<file path="src/rtl/tape_fsk_modem_tick_core_macros.svh">
// ----------------------------------------------------------------------------
// tape_fsk_modem_tick_core_macros.svh
// Assertion helpers for the cassette modem RTL
// ----------------------------------------------------------------------------
`ifndef TAPE_FSK_MODEM_TICK_CORE_MACROS_SVH
`define TAPE_FSK_MODEM_TICK_CORE_MACROS_SVH

// implication check on clk_i, masked while rst_ni is low
`define TFM_ASSERT(label, prop, msg) \
  label: assert property (@(posedge clk_i) disable iff (!rst_ni) prop) else $error(msg);

// condition that must never be seen on clk_i
`define TFM_ASSERT_NEVER(label, cond, msg) \
  label: assert property (@(posedge clk_i) disable iff (!rst_ni) !(cond)) else $error(msg);

`endif

</file>
<file path="src/rtl/tfm_pkg.sv">
// ----------------------------------------------------------------------------
// tfm_pkg
// Types and constants for the cassette FSK modem tick core
// ----------------------------------------------------------------------------
package tfm_pkg;

  // serial_mode codes; bit 1 set means serial port, tape idle
  typedef enum logic [1:0] {
    MODE_TAPE_300  = 2'd0,
    MODE_TAPE_1200 = 2'd1,
    MODE_SERIAL_A  = 2'd2,
    MODE_SERIAL_B  = 2'd3
  } mode_e;

  // configuration register indexes
  typedef enum logic {
    REG_SERIAL_MODE = 1'b0,
    REG_THRESHOLD   = 1'b1
  } reg_idx_e;

  localparam int unsigned CfgDataWidth = 16;
  localparam int unsigned InDataWidth  = 24;
  localparam int unsigned OutDataWidth = 8;

  localparam logic signed [15:0] ThresholdReset = 16'sd655;

  // decoder period limits, in ticks
  localparam int unsigned Short300  = 6;
  localparam int unsigned Short1200 = 10;
  localparam int unsigned LongLimit = 32;

  // encoder masks (5-bit tick counter)
  localparam logic [4:0] PeriodMask300  = 5'h1f;
  localparam logic [4:0] PeriodMask1200 = 5'h07;
  localparam logic [4:0] HalfMask300    = 5'h03;
  localparam logic [4:0] HalfMask1200   = 5'h07;
  localparam logic [4:0] SkipBit300     = 5'h04;
  localparam logic [4:0] SkipBit1200    = 5'h08;

  typedef struct packed {
    logic adv;     // item leaves the input register this cycle
    logic active;  // tape mode, state may change
    logic fast;    // 1200 baud
  } tick_ctrl_t;

  typedef struct packed {
    logic bit_val;
    logic valid;
  } rx_res_t;

  typedef struct packed {
    logic level;
    logic valid;
  } tx_res_t;

endpackage

</file>
<file path="src/rtl/tape_fsk_modem_tick_core.sv">
// ----------------------------------------------------------------------------
// tape_fsk_modem_tick_core
// Cassette FSK modem, one beat per 19200 Hz tick
//
//   channel   dir  beat contents (tdata, low bit first)
//   s_axis    in   tape_sample[15:0], uart_serial_out[16], zero pad
//   m_axis    out  rx_bit, rx_bit_valid, tape_drive_level, tape_drive_valid
//   cfg       in   0: serial_mode, 1: sample_threshold
//
// One beat per cycle while m_axis accepts, via the input register, then the
// result register. Decoder and encoder state advance as a beat moves
// from the input register into the result register. Reset: decoder count 0,
// level 0, bit 1; encoder count 0, bit 0, drive level 1. A stall on m_axis
// fills the result register, then the input register, then drops tready.
// ----------------------------------------------------------------------------
module tape_fsk_modem_tick_core #(
  parameter int unsigned IN_COUNT_WIDTH = 8
) (
  input  logic                                clk_i,
  input  logic                                rst_ni,
  input  logic                                s_axis_tvalid,
  output logic                                s_axis_tready,
  // [15:0] tape_sample, [16] uart_serial_out, [23:17] zero
  input  logic [tfm_pkg::InDataWidth-1:0]     s_axis_tdata,
  output logic                                m_axis_tvalid,
  input  logic                                m_axis_tready,
  // [0] rx_bit, [1] rx_bit_valid, [2] tape_drive_level, [3] tape_drive_valid
  output logic [tfm_pkg::OutDataWidth-1:0]    m_axis_tdata,
  input  logic                                cfg_we_i,
  input  logic                                cfg_idx_i,
  input  logic [tfm_pkg::CfgDataWidth-1:0]    cfg_data_i
);
  import tfm_pkg::*;
  `include "tape_fsk_modem_tick_core_macros.svh"

  logic               serial_port; // serial port modes, tape idle
  logic [1:0]         serial_mode_q;
  logic signed [15:0] threshold_q;

  logic               in_valid_q;
  logic [16:0]        in_data_q;
  logic               out_valid_q;
  logic [3:0]         out_data_q;
  logic               adv;
  tick_ctrl_t         ctrl;
  rx_res_t            rx;
  tx_res_t            tx;

  assign serial_port = serial_mode_q[1];

  // configuration
  always_ff @(posedge clk_i or negedge rst_ni) begin
    if (!rst_ni) begin
      serial_mode_q <= MODE_TAPE_300;
      threshold_q   <= ThresholdReset;
    end else if (cfg_we_i) begin
      unique case (reg_idx_e'(cfg_idx_i))
        REG_SERIAL_MODE: serial_mode_q <= cfg_data_i[1:0];
        REG_THRESHOLD:   threshold_q   <= signed'(cfg_data_i);
        default:         ;
      endcase
    end
  end

  assign adv           = in_valid_q && (!out_valid_q || m_axis_tready);
  assign s_axis_tready = !in_valid_q || adv;

  assign ctrl.adv    = adv;
  assign ctrl.active = !serial_port;
  assign ctrl.fast   = (serial_mode_q == MODE_TAPE_1200);

  always_ff @(posedge clk_i or negedge rst_ni) begin
    if (!rst_ni) begin
      in_valid_q <= 1'b0;
    end else if (s_axis_tready) begin
      in_valid_q <= s_axis_tvalid;
    end
  end

  always_ff @(posedge clk_i) begin
    if (s_axis_tready && s_axis_tvalid) begin
      in_data_q <= s_axis_tdata[16:0];
    end
  end

  tfm_rx_dec #(
    .CntWidth (IN_COUNT_WIDTH)
  ) u_rx_dec (
    .clk_i       (clk_i),
    .rst_ni      (rst_ni),
    .ctrl_i      (ctrl),
    .sample_i    (signed'(in_data_q[15:0])),
    .threshold_i (threshold_q),
    .rx_o        (rx)
  );

  tfm_tx_enc u_tx_enc (
    .clk_i  (clk_i),
    .rst_ni (rst_ni),
    .ctrl_i (ctrl),
    .uart_i (in_data_q[16]),
    .tx_o   (tx)
  );

  always_ff @(posedge clk_i or negedge rst_ni) begin
    if (!rst_ni) begin
      out_valid_q <= 1'b0;
    end else if (!out_valid_q || m_axis_tready) begin
      out_valid_q <= in_valid_q;
    end
  end

  always_ff @(posedge clk_i) begin
    if (adv) begin
      out_data_q <= {tx.valid, tx.level, rx.valid, rx.bit_val};
    end
  end

  assign m_axis_tvalid = out_valid_q;
  assign m_axis_tdata  = {{(OutDataWidth-4){1'b0}}, out_data_q};

  `TFM_ASSERT(a_adv_fills_out, adv |=> out_valid_q, "result register missed a beat")
  `TFM_ASSERT(a_in_hold, in_valid_q && !adv |=> in_valid_q && $stable(in_data_q),
    "input register lost a stalled beat")
  `TFM_ASSERT(a_serial_idle, adv && serial_port |=> !out_data_q[1] && !out_data_q[3],
    "update flagged in serial port mode")
  `TFM_ASSERT_NEVER(a_no_ready_when_full, s_axis_tready && in_valid_q && !adv,
    "tready high with a stalled input register")

endmodule

</file>
<file path="src/rtl/tfm_rx_dec.sv">
// ----------------------------------------------------------------------------
// tfm_rx_dec
// Tape input decoder: level slicer and period counter
// ----------------------------------------------------------------------------
module tfm_rx_dec #(
  parameter int unsigned CntWidth = 8
) (
  input  logic               clk_i,
  input  logic               rst_ni,
  input  tfm_pkg::tick_ctrl_t ctrl_i,
  input  logic signed [15:0] sample_i,
  input  logic signed [15:0] threshold_i,
  output tfm_pkg::rx_res_t   rx_o
);
  import tfm_pkg::*;

  localparam logic [CntWidth-1:0] CntMax  = {CntWidth{1'b1}};
  localparam logic [CntWidth-1:0] CntS300 = CntWidth'(Short300);
  localparam logic [CntWidth-1:0] CntS1200 = CntWidth'(Short1200);
  localparam logic [CntWidth-1:0] CntLong = CntWidth'(LongLimit);

  logic [CntWidth-1:0] cnt_q, cnt_d, cnt_inc;
  logic                level_q, level_d;
  logic                bit_q, bit_d;
  logic                lvl, changed, hit, bit_new, valid;

  always_comb begin
    lvl     = (sample_i > threshold_i);
    changed = (lvl != level_q);
    cnt_inc = (cnt_q != CntMax) ? cnt_q + 1'b1 : cnt_q;
    hit     = changed || (ctrl_i.fast && (cnt_inc == CntS1200));
    bit_new = ctrl_i.fast ? (cnt_inc < CntS1200 || cnt_inc > CntLong)
                          : (cnt_inc < CntS300  || cnt_inc > CntLong);
    valid   = ctrl_i.active && hit;

    cnt_d   = cnt_q;
    level_d = level_q;
    bit_d   = bit_q;
    if (ctrl_i.active) begin
      cnt_d = changed ? '0 : cnt_inc;
      level_d = lvl;
      if (hit) begin
        bit_d = bit_new;
      end
    end
  end

  assign rx_o.bit_val = bit_d;
  assign rx_o.valid   = valid;

  always_ff @(posedge clk_i or negedge rst_ni) begin
    if (!rst_ni) begin
      cnt_q   <= '0;
      level_q <= 1'b0;
      bit_q   <= 1'b1;
    end else if (ctrl_i.adv) begin
      cnt_q   <= cnt_d;
      level_q <= level_d;
      bit_q   <= bit_d;
    end
  end

endmodule

</file>
<file path="src/rtl/tfm_tx_enc.sv">
// ----------------------------------------------------------------------------
// tfm_tx_enc
// Tape output encoder: UART bit sampler and FSK toggle generator
// ----------------------------------------------------------------------------
module tfm_tx_enc (
  input  logic                clk_i,
  input  logic                rst_ni,
  input  tfm_pkg::tick_ctrl_t ctrl_i,
  input  logic                uart_i,
  output tfm_pkg::tx_res_t    tx_o
);
  import tfm_pkg::*;

  logic [4:0] cnt_q, cnt_d, cnt_inc, period_mask, half_mask, skip_bit;
  logic       bit_q, bit_d, level_q, level_d, toggle;

  always_comb begin
    period_mask = ctrl_i.fast ? PeriodMask1200 : PeriodMask300;
    half_mask   = ctrl_i.fast ? HalfMask1200   : HalfMask300;
    skip_bit    = ctrl_i.fast ? SkipBit1200    : SkipBit300;
    cnt_inc     = cnt_q + 5'd1;

    cnt_d = cnt_q;
    bit_d = bit_q;
    toggle = 1'b0;
    if (ctrl_i.active) begin
      cnt_d = cnt_inc;
      // resync the bit cell on a new UART bit at a period boundary
      if ((cnt_inc & period_mask) == '0 && uart_i != bit_q) begin
        bit_d = uart_i;
        cnt_d = '0;
      end
      // a zero bit drops every other toggle
      toggle = ((cnt_d & half_mask) == '0) &&
               !(!bit_d && (cnt_d & skip_bit) != '0);
    end
    level_d = level_q ^ toggle;
  end

  assign tx_o.level = level_d;
  assign tx_o.valid = toggle;

  always_ff @(posedge clk_i or negedge rst_ni) begin
    if (!rst_ni) begin
      cnt_q   <= '0;
      bit_q   <= 1'b0;
      level_q <= 1'b1;
    end else if (ctrl_i.adv) begin
      cnt_q   <= cnt_d;
      bit_q   <= bit_d;
      level_q <= level_d;
    end
  end

endmodule

</file>
<file path="config.mk">
export PLATFORM = sky130hd
export DESIGN_NAME = tape_fsk_modem_tick_core
export DESIGN_NICKNAME = d
export VERILOG_FILES = /design/src/rtl/tfm_pkg.sv /design/src/rtl/tape_fsk_modem_tick_core.sv /design/src/rtl/tfm_rx_dec.sv /design/src/rtl/tfm_tx_enc.sv
export VERILOG_INCLUDE_DIRS = /design/src /design/src/rtl
export SDC_FILE = /design/constraint.sdc
export NUM_CORES = 1
export LEC_CHECK = 0
export BUFFER_PORTS_ARGS = -buffer_cell sky130_fd_sc_hd__buf_2
export CAP_MARGIN = 25
export CELL_PAD_IN_SITES_DETAIL_PLACEMENT = 1
export CELL_PAD_IN_SITES_GLOBAL_PLACEMENT = 2
export CORE_ASPECT_RATIO = 1.1
export CORE_UTILIZATION = 40
export CTS_CLUSTER_SIZE = 12
export DETAILED_ROUTE_END_ITERATION = 10
export GPL_TIMING_DRIVEN = 0
export PLACE_DENSITY = 0.9
export SKIP_CTS_REPAIR_TIMING = 1
export SYNTH_ARGS = -nofsm -noshare
export SYNTH_HDL_FRONTEND = slang
export SYNTH_HIERARCHICAL = 1
export SYNTH_SLANG_ARGS = --single-unit
</file>
<file path="constraint.sdc">
create_clock -name clk_i -period 6 [get_ports clk_i]
set_input_delay 1.2 -clock clk_i [delete_from_list [all_inputs] [get_ports clk_i]]
set_output_delay 1.2 -clock clk_i [all_outputs]
set_load 0.02 [all_outputs]
</file>
==> metrics.txt, run 1 <==
status=finished, final reports clean; critical path arrival=1.68 ns; most frequent cells after synthesis=dfrtp_1, inv_1, edfxtp_1, nand2_1, ha_1; # fillers=889; gr usage total=a little under a fifth; Final setup viols=0; Worst Path Max Fanout=3; Worst path slowest cell=buf_2; Final TNS setup=0 ns; final instance area=3820 um2; Hold Crit Class=reg2reg; most used cell, CP=buf_2; global-route wire length before repair=about 12 mm; Peak supply drop=approximately 0.16 mV; met1 usage=a little under a quarter; GR met2 Demand/Resource=between 30% and 40%; Mapped Avg Cell Area=between 10 and 15 um2; Final period util=47.95%; DRC Markers=0; I/O Buffers=44; cell count after placement=~440; Starting Density=between 40 and 50%; Layout area overhead=16.84%; top cells by area, synth=dfrtp_1, edfxtp_1, ha_1; WL per Instance=between 15 and 20 um; Synth Flop Type=dfrtp_1; Netlist cell types=63; required time worst endpoint=4.80 ns; total length of routed wires=6.982 mm; startpoint class of the critical path=input pin; Max-Cap Viols=0; number of antenna-violating nets in the routed design=0; Hold Violations, Final=0; Die H=96.82 um; Slew HR=41.03%; Non-Filler Instances=between 400 and 500; Rows=34; DP Worst Slack=slightly above 3 ns; First DRT Iteration DRCs=89; Power, Total=1.279 mW; top cell type's share of synthesized area=22.20%; Pins Over Slew Limit=0; CTS tree=done; clock slew at reported path FFs=approximately 0.07 ns; fin nets=406; Period minus WS final=2.877 ns; register area share after synthesis=between 40% and 50%; cells along the critical path=buf_2 > nand3b_1 > buf_2; mapped cell area=~3300 um2; DP Area=3636 um2; DP HPWL=slightly above 5 mm; First-pass DRT Iterations=4; Buffers & Inverters on Critical Path=2; met3 usage=5.802%; global placement routability congestion=0.7085; async set-or-reset flop fraction in the synthesized netlist=63.79%; Post-Route Utilization=slightly below 50%; clk_lat worst skew=0.33 ns; synthesized instance count=283; H-tree depth reported by CTS=3; Clock Sinks=58; DR vias=2,324; Post-synth EDFFs=21; hold_ws=0.4869 ns; Clock Tree Buf Depth=2; Root Buffer=clkbuf_8; most common cell in the netlist=dfrtp_1; ratio of cells with drive above 1 in the final layout=34.39%; Num CTS Buffers=9; Leak=between 1.5 and 2 nW; fmax=between 300 and 400 MHz; ant diodes=0; CP peak stage delay=0.19 ns; Power Density=~330 nW/um2; Crit Path Class=in2out; Crit path max-delay family=buffers and inverters; vias per cell=5.119; RSZ-0062 raised after global routing=false; Crit. End Element=output pin; Die X=88.20 um; GRT overflow=0; full die area=8540 um2; Worst Tran Pin Value=0.8846 ns; Most Used Layer, Global Route=met2; I/O Pins=56; fin worst setup slack=3.123 ns; vias in the first global route=2,491; pin count of the biggest net entering global routing=38; Warnings, synthesis=6; Clock Skew=0.008017 ns; antenna violations before repair=0; Yosys reg bits=58; core area=between 7000 and 8000 um2; leading area contributor after synthesis=dfrtp_1
[registers in the layout, summed over array words and instances (netlist names)]
signal	cells
u_tx_enc/level_q	1
u_tx_enc/cnt_q	5
u_rx_dec/level_q	1
u_tx_enc/bit_q	1
threshold_q	16
in_valid_q	1
u_rx_dec/bit_q	1
out_data_q	4
serial_mode_q	2
u_rx_dec/cnt_q	8
m_axis_tvalid	1
in_data_q	17
[path summary, 6_finish.rpt]
| path | start | to | slack (ns) | cells past startpoint |
|---|---|---|---|---|
| setup / recovery | m_axis_tready | s_axis_tready | 3.12 | 3 |
| hold reg to reg | u_rx_dec/bit_q | u_rx_dec/bit_q | 0.49 | 2 |
| max in group asynchronous | rst_ni | threshold_q[8] | 4.46 | 1 |
| hold / removal | u_rx_dec/bit_q | u_rx_dec/bit_q | 0.49 | 2 |
| min in group asynchronous | rst_ni | u_tx_enc/cnt_q[0] | 0.98 | 1 |
| setup reg to reg | in_data_q[15] | out_data_q[0] | 3.26 | 10 |
[cell usage in the layout (no fill, tap or decap), types with 3 or more instances in the layout]
cell type and instances:
a21o_1 6, a21oi_1 18, a31oi_1 6, and2_1 3, buf_2 45, buf_4 8, buf_6 5, clkbuf_8 9
clkinv_2 3, conb_1 4, dfrtp_1 29, dfstp_2 8, edfxtp_1 21, ha_1 19, inv_1 22, mux2_2 9
mux2_4 11, mux2i_1 4, nand2_1 21, nand2b_1 5, nand3_1 9, nand4_1 5, nor2_1 6, nor2b_1 3
nor3_1 6, o21ai_0 7, xnor2_1 3, xor2_1 3
[area by class of cell]
| type | instances | area, um2 | area share, % |
|---|---|---|---|
| Clock buffer | 9 | 123.9 | 3.243 |
| Tap cell | 108 | 135.1 | 3.538 |
| Sequential cell | 58 | 1567 | 41.01 |
| Timing Repair Buffer | 44 | 220.2 | 5.765 |
| Multi-Input combinational cell | 191 | 1506 | 39.44 |
| Buffer | 15 | 125.1 | 3.275 |
| Inverter | 22 | 82.58 | 2.162 |
| Clock inverter | 7 | 60.06 | 1.572 |
[routing by layer]
| layer | vias to the layer above | routed length [um] |
|---|---|---|
| met5 | - | 0 |
| met4 | 0 | 83 |
| met3 | 8 | 255 |
| li1 | 1132 | - |
| met1 | 1142 | 2936 |
| met2 | 42 | 3707 |
[cell families after synthesis]
logic type	synth area share, %
DFF	47.91
other	0.1147
muxes	9.721
xor gates and xnor gates	2.450
buffers and inverters	6.353
adders and majority gates	7.271
AOI/OAI and AO/OA	12.55
and+or+nand+nor	13.62
[tightest hold or removal path: cells and delay by family, from the launching register on]
family                 cells  cell delay (ns)
multiplexers               1             0.07
buffers and inverters      1             0.06
flip-flops                 1             0.36
[report_power, final]
group / internal [mW] / total, mW / switching [mW] / leakage [nW]
registers: 0.484 / 0.544 / 0.0602 / 0.635
clock network: 0.187 / 0.344 / 0.157 / 0.0939
logic: 0.187 / 0.391 / 0.205 / 1.03
total: 0.857 / 1.28 / 0.422 / 1.76
Power figures use the tool's default switching activity.
==> inputs of run 2 (changes only) <==
Settings changed: ABC_AREA set to 1, CORE_UTILIZATION 40 to 34, PLACE_DENSITY 0.9 to 0.84.
Clock period 6 ns to 2.7 ns, I/O delays scaled along.
==> run 2 against run 1 <==
  * Hold slack got worse by 0.15 ns
  * Wire length up 1.8%
  * Global-route usage shrank 3.3 points
  * Register-to-register slack lost 3.0 ns
  * First-iteration DRC count is 12% lower
  * Area after synthesis increased by 3.7%
  * Largest power group unchanged
  * Highest routed layer unchanged
  * Clock-buffer cell count up 3
==> metrics.txt, run 2 <==
status=finished, final reports clean; clock slew at reported path FFs=0.07 ns; max FFs per register=17; H-tree depth reported by CTS=3; full die area=between 10,000 and 15,000 um2; I/O Pins=56; Starting Density=35.54%; First-pass DRT Iterations=3; core area=9537 um2; I/O Buffers=43; top cells by area, synth=dfrtp_1, edfxtp_1, nand2_1; # fillers=1,135; DR vias=about 2,600; synthesized instance count=375; Peak supply drop=0.2338 mV; fmax=~410 MHz; required time worst endpoint=2.79 ns; RSZ-0062 raised after global routing=false; ant diodes=0; antenna violations before repair=0; Netlist cell types=37; async set-or-reset flop fraction in the synthesized netlist=63.79%; Reg-to-Reg Start=threshold_q[9]; Crit. End Element=flop; vias in the first global route=2,808; critical path arrival=2.53 ns; Die X=97.20 um; Clock Sinks=58; Final setup viols=0; global-route wire length before repair=12.63 mm; Final period util=90.35%; Post-Route Utilization=between 40% and 50%; clock power share=26.9%; Yosys reg bits=58; Pins Over Slew Limit=0; DRC Markers=0; number of antenna-violating nets in the routed design=0; ratio of cells with drive above 1 in the final layout=between 20 and 30%; Crit Path Class=reg2reg; most frequent cells in the layout=nand2_1, inv_1, buf_2; mapped cell area=between 3000 and 4000 um2; switching part of the total=about a third; Synth Flop Type=dfrtp_1; gr usage total=15.47%; Mapped Avg Cell Area=9.039 um2; Root Buffer=clkbuf_8; fin worst setup slack=about 0.26 ns; Clock Tree Buf Depth=2; Post-synth EDFFs=21; vias per cell=~4.7; top cell type's share of synthesized area=21.41%; fin nets=497; Layout area overhead=16.50%; Rows=37; global placement routability congestion=0.7277; WL per Instance=12.83 um; most common cell in the netlist=nand2_1; Final TNS setup=0 ns; startpoint class of the critical path=flop; largest reg by FF count=in_data_q; P_int=1.883 mW; Warnings, synthesis=6; clk_lat worst skew=0.33 ns; CTS tree=done; Power, Total=2.856 mW; First DRT Iteration DRCs=78; commonest non-fill, non-tap cell in the layout=nand2_1; Crit. Startpoint=threshold_q[9]; Reg power frac=about 43%; GRT overflow=0; most frequent cells after synthesis=nand2_1, inv_1, dfrtp_1, nand3_1, edfxtp_1; Clock Skew=~0.010 ns; Worst Tran Pin Value=a little over 0.9 ns; most used cell, CP=nand2_1; FF-to-FF setup slack=0.26 ns; Worst Path Max Fanout=5; cell count after placement=538; Max-Cap Viols=0; Slew HR=39.59%; Num CTS Buffers=9; Psw=slightly below 1 mW; Hold Violations, Final=0; power share of the combinational group=30.6%; Worst path slowest cell=dfstp_2; cells along the critical path=inv_1 > ha_1 > nand2_1 > nand2_1 > nand3_1 > nand2_1 > a21oi_1 > nand2_1 > nand2_2 > nand3_2 > nand2_2 > nand3_2 > nand2_2 > nand2_2 > nand2_1 > inv_1 > buf_4; Hold Crit Class=in2async; leading area contributor after synthesis=dfrtp_1; total length of routed wires=7.110 mm; pin count of the biggest net entering global routing=38; Power Density=723.3 nW/um2; CP peak stage delay=0.53 ns; DP Worst Slack=0.1788 ns; Top Registers=in_data_q x17, threshold_q x16, u_rx_dec/cnt_q x8; DP HPWL=5.374 mm; register area share after synthesis=46.22%; Die H=between 100 and 150 um; Leak=2.008 nW; Period minus WS final=2.440 ns; Non-Filler Instances=554
[run 2: changes by cell type after synthesis, sizes merged, moves of 11 or more]
cell / before / now
a21oi: 18 / 7
inv: 22 / 59
mux2: 21 / 0
nand2: 22 / 112
nand3: 10 / 48
[run 2: critical path: cells and delay by family, from the launching register on]
kind | cells | cell delay, ns
and+or+nand+nor | 12 | 0.95
buffers and inverters | 3 | 0.19
DFF | 1 | 0.53
AOI/OAI and AO/OA | 1 | 0.24
adders and majority gates | 1 | 0.28
[run 2: area by class of cell]
type	count	area, um2	area share [%]
flip-flops and latches	58	1567	39.67
inverters	61	230.2	5.830
plain buffers	14	128.9	3.264
repair buffers	43	215.2	5.450
clock buffers	12	145.1	3.676
multi-input cells	245	1475	37.36
clock inverters	4	41.29	1.046
well taps	117	146.4	3.707
[run 2: path summary, 6_finish.rpt]
kind                                          end  depth (start not counted)
worst max register to register      out_data_q[0]                         17
worst max-delay path                out_data_q[0]                         17
max in group asynchronous       u_rx_dec/cnt_q[2]                          1
min in group clk_i                  in_data_q[11]                          1
worst min register to register     threshold_q[9]                          2
worst min-delay path                m_axis_tvalid                          1
[run 2: cells by family after synthesis]
logic type / after synthesis / share of synthesized area (%)
simple gates: 192 / 30.86
xor+xnor: 5 / 1.292
other cells: 1 / 0.1106
compound gates: 25 / 3.913
fa+ha+maj: 19 / 7.014
buf+inv: 75 / 10.59
flops: 58 / 46.22
[run 2: layer usage]
metal / vias up / part of all wire [%] / global-route usage (%) / wire length, um
li1: 1309 / - / - / -
met1: 1239 / 45 / 17.60 / 3170
met2: 33 / 52 / 28.27 / 3664
met3: 7 / 2.6 / 3.455 / 182
met4: 0 / 1.3 / 5.757 / 92
met5: - / 0 / 0 / 0
[run 2: power by group through the flow]
| stage | clock network, mW | registers, mW | logic (mW) |
|---|---|---|---|
| after CTS | 0.794 | 1.21 | 0.895 |
| after detailed placement | 0 | 1.23 | 0.884 |
| after global placement | 0 | 1.22 | 0.845 |
| after floorplan | 0 | 1.21 | 0.665 |
| final | 0.768 | 1.21 | 0.875 |
| after global routing | 0.833 | 1.24 | 1.01 |
[run 2: per-stage QoR]
| stage | instance area [um2] | hold slack, ns |
|---|---|---|
| floorplan | 3401 | 0.2444 |
| global placement | 3762 | 0.4498 |
| detailed placement | 3762 | 0.4581 |
| CTS | 3949 | 0.3671 |
| global route | 3949 | 0.3647 |
| finish | 3949 | 0.3402 |
